$ cat src/hw/rtl/mialu_pkg.sv
// shared types and operation codes for the integer alu with hi/lo accumulator
package mialu_pkg;

   localparam int unsigned DataWidth = 32;
   localparam int unsigned AccWidth = 64;
   localparam int unsigned CmdWidth = 6;
   localparam int unsigned ShiftImmWidth = 8;
   localparam int unsigned ReqDataWidth = 144;
   localparam int unsigned RspDataWidth = 40;

   typedef enum logic [CmdWidth-1:0] {
      CMD_ADD    = 6'd0,
      CMD_SUB    = 6'd1,
      CMD_ADDC   = 6'd2,
      CMD_SUBC   = 6'd3,
      CMD_NEG    = 6'd4,
      CMD_MOV    = 6'd5,
      CMD_EXT8   = 6'd6,
      CMD_EXT16  = 6'd7,
      CMD_BSWAP  = 6'd8,
      CMD_SLT    = 6'd9,
      CMD_SLTC   = 6'd10,
      CMD_SLTU   = 6'd11,
      CMD_SLTUC  = 6'd12,
      CMD_MOVZ   = 6'd13,
      CMD_MOVNZ  = 6'd14,
      CMD_MAX    = 6'd15,
      CMD_MIN    = 6'd16,
      CMD_MTLO   = 6'd17,
      CMD_MTHI   = 6'd18,
      CMD_MFLO   = 6'd19,
      CMD_MFHI   = 6'd20,
      CMD_AND    = 6'd21,
      CMD_OR     = 6'd22,
      CMD_XOR    = 6'd23,
      CMD_ANDC   = 6'd24,
      CMD_ORC    = 6'd25,
      CMD_MULT   = 6'd26,
      CMD_MULTU  = 6'd27,
      CMD_MADD   = 6'd28,
      CMD_MADDU  = 6'd29,
      CMD_MSUB   = 6'd30,
      CMD_MSUBU  = 6'd31,
      CMD_SHL    = 6'd32,
      CMD_SHR    = 6'd33,
      CMD_SAR    = 6'd34,
      CMD_ROR    = 6'd35,
      CMD_SHLI   = 6'd36,
      CMD_SHRI   = 6'd37,
      CMD_SARI   = 6'd38,
      CMD_RORI   = 6'd39
   } cmd_type;

   typedef struct packed {
      cmd_type                   command;
      logic [DataWidth-1:0]      operand_a;
      logic [DataWidth-1:0]      operand_b;
      logic [DataWidth-1:0]      dest_old;
      logic [DataWidth-1:0]      immediate;
      logic [ShiftImmWidth-1:0]  shift_imm;
   } req_type;

   typedef struct packed {
      cmd_type                   command;
      logic [DataWidth-1:0]      operand_a;
      logic [AccWidth-1:0]       product;
      logic [DataWidth-1:0]      result;
      logic                      writes_dest;
   } mid_type;

endpackage

$ cat src/hw/rtl/mialu_exec.sv
// register-result operations and the 33x33 multiplier for one item
module mialu_exec (
   input  mialu_pkg::req_type item,
   output mialu_pkg::mid_type mid
);

   logic [mialu_pkg::DataWidth-1:0] a;
   logic [mialu_pkg::DataWidth-1:0] b;
   logic [4:0]                      sb;
   logic [4:0]                      si_rot;
   logic                            si_big;
   logic [4:0]                      si_sar;
   logic                            mul_signed;
   logic signed [32:0]              mul_a;
   logic signed [32:0]              mul_b;
   logic signed [65:0]              mul_full;
   logic [2*mialu_pkg::DataWidth-1:0] rot_b;
   logic [2*mialu_pkg::DataWidth-1:0] rot_i;
   logic [mialu_pkg::DataWidth-1:0] r;
   logic                            wr;

   assign a = item.operand_a;
   assign b = item.operand_b;
   assign sb = b[4:0];
   assign si_rot = item.shift_imm[4:0];
   assign si_big = |item.shift_imm[7:5];
   assign si_sar = si_big ? 5'd31 : item.shift_imm[4:0];

   // odd codes of the multiply group are unsigned
   assign mul_signed = ~item.command[0];
   assign mul_a = $signed({mul_signed & a[31], a});
   assign mul_b = $signed({mul_signed & b[31], b});
   assign mul_full = mul_a * mul_b;

   assign rot_b = {a, a} >> sb;
   assign rot_i = {a, a} >> si_rot;

   always_comb begin
      r = '0;
      wr = 1'b1;
      unique case (item.command)
         mialu_pkg::CMD_ADD:   r = a + b;
         mialu_pkg::CMD_SUB:   r = a - b;
         mialu_pkg::CMD_ADDC:  r = a + item.immediate;
         mialu_pkg::CMD_SUBC:  r = a - item.immediate;
         mialu_pkg::CMD_NEG:   r = '0 - a;
         mialu_pkg::CMD_MOV:   r = a;
         mialu_pkg::CMD_EXT8:  r = {{24{a[7]}}, a[7:0]};
         mialu_pkg::CMD_EXT16: r = {{16{a[15]}}, a[15:0]};
         mialu_pkg::CMD_BSWAP: r = {a[7:0], a[15:8], a[23:16], a[31:24]};
         mialu_pkg::CMD_SLT:   r = {31'd0, $signed(a) < $signed(b)};
         mialu_pkg::CMD_SLTC:  r = {31'd0, $signed(a) < $signed(item.immediate)};
         mialu_pkg::CMD_SLTU:  r = {31'd0, a < b};
         mialu_pkg::CMD_SLTUC: r = {31'd0, a < item.immediate};
         mialu_pkg::CMD_MOVZ:  r = (a == '0) ? b : item.dest_old;
         mialu_pkg::CMD_MOVNZ: r = (a != '0) ? b : item.dest_old;
         mialu_pkg::CMD_MAX:   r = ($signed(a) < $signed(b)) ? b : a;
         mialu_pkg::CMD_MIN:   r = ($signed(b) < $signed(a)) ? b : a;
         mialu_pkg::CMD_MTLO,
         mialu_pkg::CMD_MTHI,
         mialu_pkg::CMD_MULT,
         mialu_pkg::CMD_MULTU,
         mialu_pkg::CMD_MADD,
         mialu_pkg::CMD_MADDU,
         mialu_pkg::CMD_MSUB,
         mialu_pkg::CMD_MSUBU: wr = 1'b0;
         // value filled in by the accumulator stage
         mialu_pkg::CMD_MFLO,
         mialu_pkg::CMD_MFHI:  r = '0;
         mialu_pkg::CMD_AND:   r = a & b;
         mialu_pkg::CMD_OR:    r = a | b;
         mialu_pkg::CMD_XOR:   r = a ^ b;
         mialu_pkg::CMD_ANDC:  r = a & item.immediate;
         mialu_pkg::CMD_ORC:   r = a | item.immediate;
         mialu_pkg::CMD_SHL:   r = a << sb;
         mialu_pkg::CMD_SHR:   r = a >> sb;
         mialu_pkg::CMD_SAR:   r = $unsigned($signed(a) >>> sb);
         mialu_pkg::CMD_ROR:   r = rot_b[31:0];
         mialu_pkg::CMD_SHLI:  r = si_big ? '0 : (a << item.shift_imm[4:0]);
         mialu_pkg::CMD_SHRI:  r = si_big ? '0 : (a >> item.shift_imm[4:0]);
         mialu_pkg::CMD_SARI:  r = $unsigned($signed(a) >>> si_sar);
         mialu_pkg::CMD_RORI:  r = rot_i[31:0];
         default:              wr = 1'b0;
      endcase
   end

   assign mid.command = item.command;
   assign mid.operand_a = a;
   assign mid.product = mul_full[63:0];
   assign mid.result = r;
   assign mid.writes_dest = wr;

endmodule

$ cat src/hw/rtl/mialu_acc.sv
// hi:lo accumulator register with multiply-accumulate and move operations
module mialu_acc (
   input  logic                              clock,
   input  logic                              reset,
   input  logic                              advance,
   input  mialu_pkg::mid_type                mid,
   output logic [mialu_pkg::DataWidth-1:0]   result,
   output logic                              writes_dest
);

   logic [mialu_pkg::AccWidth-1:0] acc_ff;
   logic [mialu_pkg::AccWidth-1:0] acc_in;

   always_comb begin
      acc_in = acc_ff;
      result = mid.result;
      unique case (mid.command)
         mialu_pkg::CMD_MULT,
         mialu_pkg::CMD_MULTU: acc_in = mid.product;
         mialu_pkg::CMD_MADD,
         mialu_pkg::CMD_MADDU: acc_in = acc_ff + mid.product;
         mialu_pkg::CMD_MSUB,
         mialu_pkg::CMD_MSUBU: acc_in = acc_ff - mid.product;
         mialu_pkg::CMD_MTLO:  acc_in = {acc_ff[63:32], mid.operand_a};
         mialu_pkg::CMD_MTHI:  acc_in = {mid.operand_a, acc_ff[31:0]};
         mialu_pkg::CMD_MFLO:  result = acc_ff[31:0];
         mialu_pkg::CMD_MFHI:  result = acc_ff[63:32];
         default:              acc_in = acc_ff;
      endcase
   end

   assign writes_dest = mid.writes_dest;

   always_ff @(posedge clock) begin
      if (reset) begin
         acc_ff <= '0;
      end else if (advance) begin
         acc_ff <= acc_in;
      end
   end

endmodule

$ cat src/hw/rtl/mips_integer_alu_hilo_top.sv
// top level of the integer alu with hi:lo multiply-accumulate
//
// channel | dir | handshake           | payload
// req     | in  | req_tvalid/tready   | command, operand_a/b, dest_old, immediate, shift_imm
// rsp     | out | rsp_tvalid/tready   | result, writes_dest
//
// three register stages: input, execute (alu and multiplier), accumulate/output
// one item per cycle sustained while rsp_tready stays high
// the multiplier sets the execute stage, the 64-bit add sets the accumulate stage
// each stage holds its item while the next one is full and stalled, so bubbles close up
// reset clears all valid bits and the hi:lo accumulator
module mips_integer_alu_hilo_top (
   input  logic                                 clock,
   input  logic                                 reset,
   input  logic                                 req_tvalid,
   output logic                                 req_tready,
   // command[5:0], operand_a[37:6], operand_b[69:38], dest_old[101:70],
   // immediate[133:102], shift_imm[141:134], zero fill
   input  logic [mialu_pkg::ReqDataWidth-1:0]   req_tdata,
   output logic                                 rsp_tvalid,
   input  logic                                 rsp_tready,
   // result[31:0], writes_dest[32], zero fill
   output logic [mialu_pkg::RspDataWidth-1:0]   rsp_tdata
);

   mialu_pkg::req_type                in_item;
   mialu_pkg::req_type                in_item_ff;
   logic                              in_vld_ff;
   mialu_pkg::mid_type                mid_in;
   mialu_pkg::mid_type                mid_ff;
   logic                              mid_vld_ff;
   logic [mialu_pkg::DataWidth-1:0]   out_result_in;
   logic                              out_wr_in;
   logic [mialu_pkg::DataWidth-1:0]   out_result_ff;
   logic                              out_wr_ff;
   logic                              out_vld_ff;
   logic                              out_rdy;
   logic                              mid_rdy;
   logic                              in_rdy;
   logic                              mid_fire;
   logic                              in_fire;
   logic                              req_fire;

   assign in_item.command   = mialu_pkg::cmd_type'(req_tdata[5:0]);
   assign in_item.operand_a = req_tdata[37:6];
   assign in_item.operand_b = req_tdata[69:38];
   assign in_item.dest_old  = req_tdata[101:70];
   assign in_item.immediate = req_tdata[133:102];
   assign in_item.shift_imm = req_tdata[141:134];

   assign out_rdy  = ~out_vld_ff | rsp_tready;
   assign mid_rdy  = ~mid_vld_ff | out_rdy;
   assign in_rdy   = ~in_vld_ff | mid_rdy;
   assign mid_fire = mid_vld_ff & out_rdy;
   assign in_fire  = in_vld_ff & mid_rdy;
   assign req_fire = req_tvalid & in_rdy;

   assign req_tready = in_rdy;

   mialu_exec u_exec (
      .item (in_item_ff),
      .mid  (mid_in)
   );

   mialu_acc u_acc (
      .clock       (clock),
      .reset       (reset),
      .advance     (mid_fire),
      .mid         (mid_ff),
      .result      (out_result_in),
      .writes_dest (out_wr_in)
   );

   always_ff @(posedge clock) begin
      if (reset) begin
         in_vld_ff  <= 1'b0;
         mid_vld_ff <= 1'b0;
         out_vld_ff <= 1'b0;
      end else begin
         if (in_rdy) begin
            in_vld_ff <= req_tvalid;
         end
         if (mid_rdy) begin
            mid_vld_ff <= in_vld_ff;
         end
         if (out_rdy) begin
            out_vld_ff <= mid_vld_ff;
         end
      end
   end

   always_ff @(posedge clock) begin
      if (req_fire) begin
         in_item_ff <= in_item;
      end
      if (in_fire) begin
         mid_ff <= mid_in;
      end
      if (mid_fire) begin
         out_result_ff <= out_result_in;
         out_wr_ff     <= out_wr_in;
      end
   end

   assign rsp_tvalid = out_vld_ff;
   assign rsp_tdata  = {7'd0, out_wr_ff, out_result_ff};

`ifndef ASSERT_OFF
   a_req_lands: assert property (@(posedge clock) disable iff (reset)
      req_tvalid && req_tready |=> in_vld_ff)
      else $error("accepted item not held in input stage");

   a_no_phantom: assert property (@(posedge clock) disable iff (reset)
      out_rdy && !mid_vld_ff |=> !rsp_tvalid)
      else $error("result shown with no item behind it");

   a_acc_no_write: assert property (@(posedge clock) disable iff (reset)
      mid_fire && (mid_ff.command == mialu_pkg::CMD_MADD ||
                   mid_ff.command == mialu_pkg::CMD_MSUB ||
                   mid_ff.command == mialu_pkg::CMD_MULT ||
                   mid_ff.command == mialu_pkg::CMD_MTLO) |=> !rsp_tdata[32])
      else $error("accumulator operation marked as destination write");
`endif

endmodule
$ cat config.mk
export PLATFORM = sky130hd
export DESIGN_NAME = mips_integer_alu_hilo_top
export DESIGN_NICKNAME = d
export VERILOG_FILES = /design/src/hw/rtl/mialu_pkg.sv /design/src/hw/rtl/mialu_exec.sv /design/src/hw/rtl/mialu_acc.sv /design/src/hw/rtl/mips_integer_alu_hilo_top.sv
export SDC_FILE = /design/constraint.sdc
export NUM_CORES = 2
export LEC_CHECK = 0
export CAP_MARGIN = 20
export CELL_PAD_IN_SITES_DETAIL_PLACEMENT = 0
export CELL_PAD_IN_SITES_GLOBAL_PLACEMENT = 1
export CORE_MARGIN = 4
export CORE_UTILIZATION = 34
export DETAILED_ROUTE_END_ITERATION = 12
export DONT_BUFFER_PORTS = 1
export PLACE_DENSITY = 0.67
export SLEW_MARGIN = 30
export SYNTH_ARGS = -nofsm -noshare
export SYNTH_HDL_FRONTEND = slang
export SYNTH_SLANG_ARGS = --single-unit
export TNS_END_PERCENT = 5
$ cat constraint.sdc
create_clock -name clock -period 27.1 [get_ports clock]
set_input_delay 5.42 -clock clock [delete_from_list [all_inputs] [get_ports clock]]
set_output_delay 5.42 -clock clock [all_outputs]
set_load 0.05 [all_outputs]
==> impl_metrics.env <==
export IMPL_outcome="complete, no violations"
export IMPL_clk_pin_slew_worst_paths_ns=0.06
export IMPL_crit_family="simple AND/OR/NAND/NOR gates"
export IMPL_crit_buf_inv=0
export IMPL_synth_adder_area_share_pct=36.9
export IMPL_cts_resized=0
export IMPL_drc_errors=0
export IMPL_wl_per_cell_um=34.3
export IMPL_setup_viol=0
export IMPL_synth_top_family_by_area="adder cells"
export IMPL_end_kind="output pin"
export IMPL_grt_max_degree=77
export IMPL_nets=10100
export IMPL_synthSimpleGateAreaFrac_pct=14.5
export IMPL_place_hpwl_um=297000
export IMPL_fp_dieH_um=481
export IMPL_pin_count=190
export IMPL_numCtsBuffers=45
export IMPL_ff_latch_area_mm2=0.0107
export IMPL_synth_cell_type_count=94
export IMPL_drt_iter0_drc=9200
export IMPL_htree_levels=2
export IMPL_max_slew_margin_pct=21.0
export IMPL_critPathArrivalTime_ns=6.45
export IMPL_drive_above_1_share_pct=7.49
export IMPL_ctsHoldBuffers=0
export IMPL_synth_edff_count=310
export IMPL_start_util_pct=34.2
export IMPL_cts_sinks=377
export IMPL_cp_slowest_cell="nand3_1"
export IMPL_max_stage_delay_ns=0.57
export IMPL_crit_chain="nor2b_1 > nand3_1"
export IMPL_synthCells=8669
export IMPL_root_buffer="clkbuf_16"
export IMPL_clock_fmax_ghz=0.0843
export IMPL_antenna_found_initial=55
export IMPL_path_class="input port to output pin"
export IMPL_ys_flop_type="edfxtp_1"
export IMPL_ys_warn_count=0
export IMPL_slew_violations=0
export IMPL_portBuffers=0
export IMPL_drt_pass1_iter_count=6
export IMPL_clk_path_buf_depth=3
export IMPL_grt_pass1_wl_um=541000
export IMPL_fin_crit_ns=11.87
export IMPL_hold_path_class="flop to flop"
export IMPL_die_w_um=481
export IMPL_first_global_vias=68000
export IMPL_netlist_area_leader_share_pct=29.7
export IMPL_clk_latency_ns=0.69
export IMPL_hold_viol=0
export IMPL_tns_ns=0
export IMPL_async_flop_share_pct=0
export IMPL_viasPerCell=6.09
export IMPL_num_rows=173
export IMPL_fill_cells=22900
export IMPL_required_ns=21.68
export IMPL_cp_max_fo=6
export IMPL_finalCritPeriodShare_pct=43.8
export IMPL_synth_xor_area_share_pct=3.24
export IMPL_synth_area_mm2=0.0760
export IMPL_synth_area_leader_cell="fa_1"
export IMPL_die_area_mm2=0.231
export IMPL_grt_use_total_pct=33.1
export IMPL_skew_ns=0.0607
export IMPL_worst_slew_pin_slew_ns=1.18
export IMPL_areaGrowthSynthToFinish_pct=6.97
export IMPL_max_cap_violations=0
export IMPL_synth_avg_cell_area_um2=8.77
export IMPL_yosys_top_cells_area="fa_1 (30%), edfxtp_1 (12%), ha_1 (7.2%), inv_1 (6.1%), nand2_1 (5.8%)"
export IMPL_vias=69400
export IMPL_wl_um=391000
export IMPL_core_area_mm2=0.222
export IMPL_place_congestion=1.08
export IMPL_cts_tree="built"
export IMPL_multi_input_area_mm2=0.0586
export IMPL_post_cts_buffers=0
export IMPL_grt_ovfl_total=0
export IMPL_rsz0062_at_grt="false"
export IMPL_synth_seq_cells=377
export IMPL_synth_compound_area_share_pct=13.3
export IMPL_synthMuxAreaShare_pct=8.57
export IMPL_synth_seq_area_share_pct=14.0
export IMPL_startpoint_type="input port"
export IMPL_ant_nets=0
==> state kept, by name (all words and copies together) (netlist names) <==
register	cells
in_vld_ff	1
in_item_ff	142
mid_vld_ff	1
u_acc.acc_ff	64
mid_ff	135
rsp_tvalid	1
out_wr_ff	1
out_result_ff	32
==> layer usage <==
| layer | wire, um | part of all wire (%) | vias to the layer above | GRT usage, % |
|---|---|---|---|---|
| met1 | 160000 | 41 | 35800 | 45.6 |
| met4 | 21900 | 5.6 | 26 | 15.2 |
| met2 | 161000 | 41 | 4378 | 47.5 |
| li1 | - | - | 28300 | - |
| met3 | 47900 | 12 | 906 | 10.2 |
| met5 | 168 | 0.043 | - | 0 |
==> per-stage QoR <==
step	setup slack, ns	std cells	instance area, um^2	utilization (%)	hold slack, ns
final	15.23	11400	81300	36.6	0.442
after global routing	15.17	11400	81300	36.6	0.447
after CTS	15.24	11400	81200	36.5	0.449
after detailed placement	15.24	11300	79700	35.9	0.435
after global placement	15.26	11300	79700	35.8	0.403
after floorplan	11.01	8675	76100	-	0.400
==> cells in the mapped netlist, types with 67 or more instances <==
cell type / count
inv_1: 1233
nand2_1: 1173
fa_1: 1129
nor2_1: 794
clkbuf_1: 441
ha_1: 436
a21oi_1: 416
edfxtp_1: 310
o21ai_0: 271
mux2i_1: 259
xnor2_1: 183
mux4_2: 160
nor3_1: 143
a21o_1: 135
nand3_1: 129
buf_1: 116
xor2_1: 98
a211oi_1: 78
a22oi_1: 73
dfxtp_1: 67
==> layout make-up <==
cell class,count,area share (%)
multi-input combinational,6417,72.0
clock inverter,27,0.351
clock buffer,54,1.46
timing repair buffer,273,2.67
tap,2975,4.58
antenna,18,0.0554
inverter,1254,5.79
sequential,377,13.1
==> path summary, 6_finish.rpt <==
| kind | start | endpoint | slack, ns | depth (start not counted) |
|---|---|---|---|---|
| setup / recovery | rsp_tready | req_tready | 15.23 | 2 |
| hold / removal | mid_ff[0] | out_wr_ff | 0.44 | 0 |
| setup reg to reg | in_item_ff[73] | mid_ff[96] | 16.07 | 28 |
| hold reg to reg | mid_ff[0] | out_wr_ff | 0.44 | 0 |
==> kinds of logic after synthesis <==
group           count (synthesis)
buf+inv                      1881
flops                         377
xor+xnor                      281
mux                           447
simple gates                 2581
fa+ha+maj                    1565
compound gates               1536
other cells                     1
==> layout by cell type (no fill, tap or decap), types with 18 or more instances in the layout <==
master and n:
o21ai_0 269, nand3_1 129, a31oi_1 58, a221o_1 38, mux4_2 160, o31ai_1 35
a222oi_1 39, mux2i_1 257, buf_4 261, ha_1 436, nor3_1 137, a21o_1 134
o22ai_1 51, edfxtp_1 310, dfxtp_1 67, xor2_1 97, a2111oi_0 20, a221oi_1 39
a211oi_1 75, inv_1 1226, o21a_1 34, xnor2_1 178, nand4_1 50, and3_1 34
nor4_1 32, mux2_2 26, o211ai_1 50, diode_2 18, a22oi_1 73, o221ai_1 20
or3_1 33, nor2b_1 31, a21oi_1 413, and2_1 21, nand2b_1 40, nand2_1 1172
nor2_1 790, clkbuf_16 46, o21bai_1 27, fa_1 1128
Power is not shown: default switching activity piles up to over one toggle a cycle in this logic, so the estimate is an artifact.
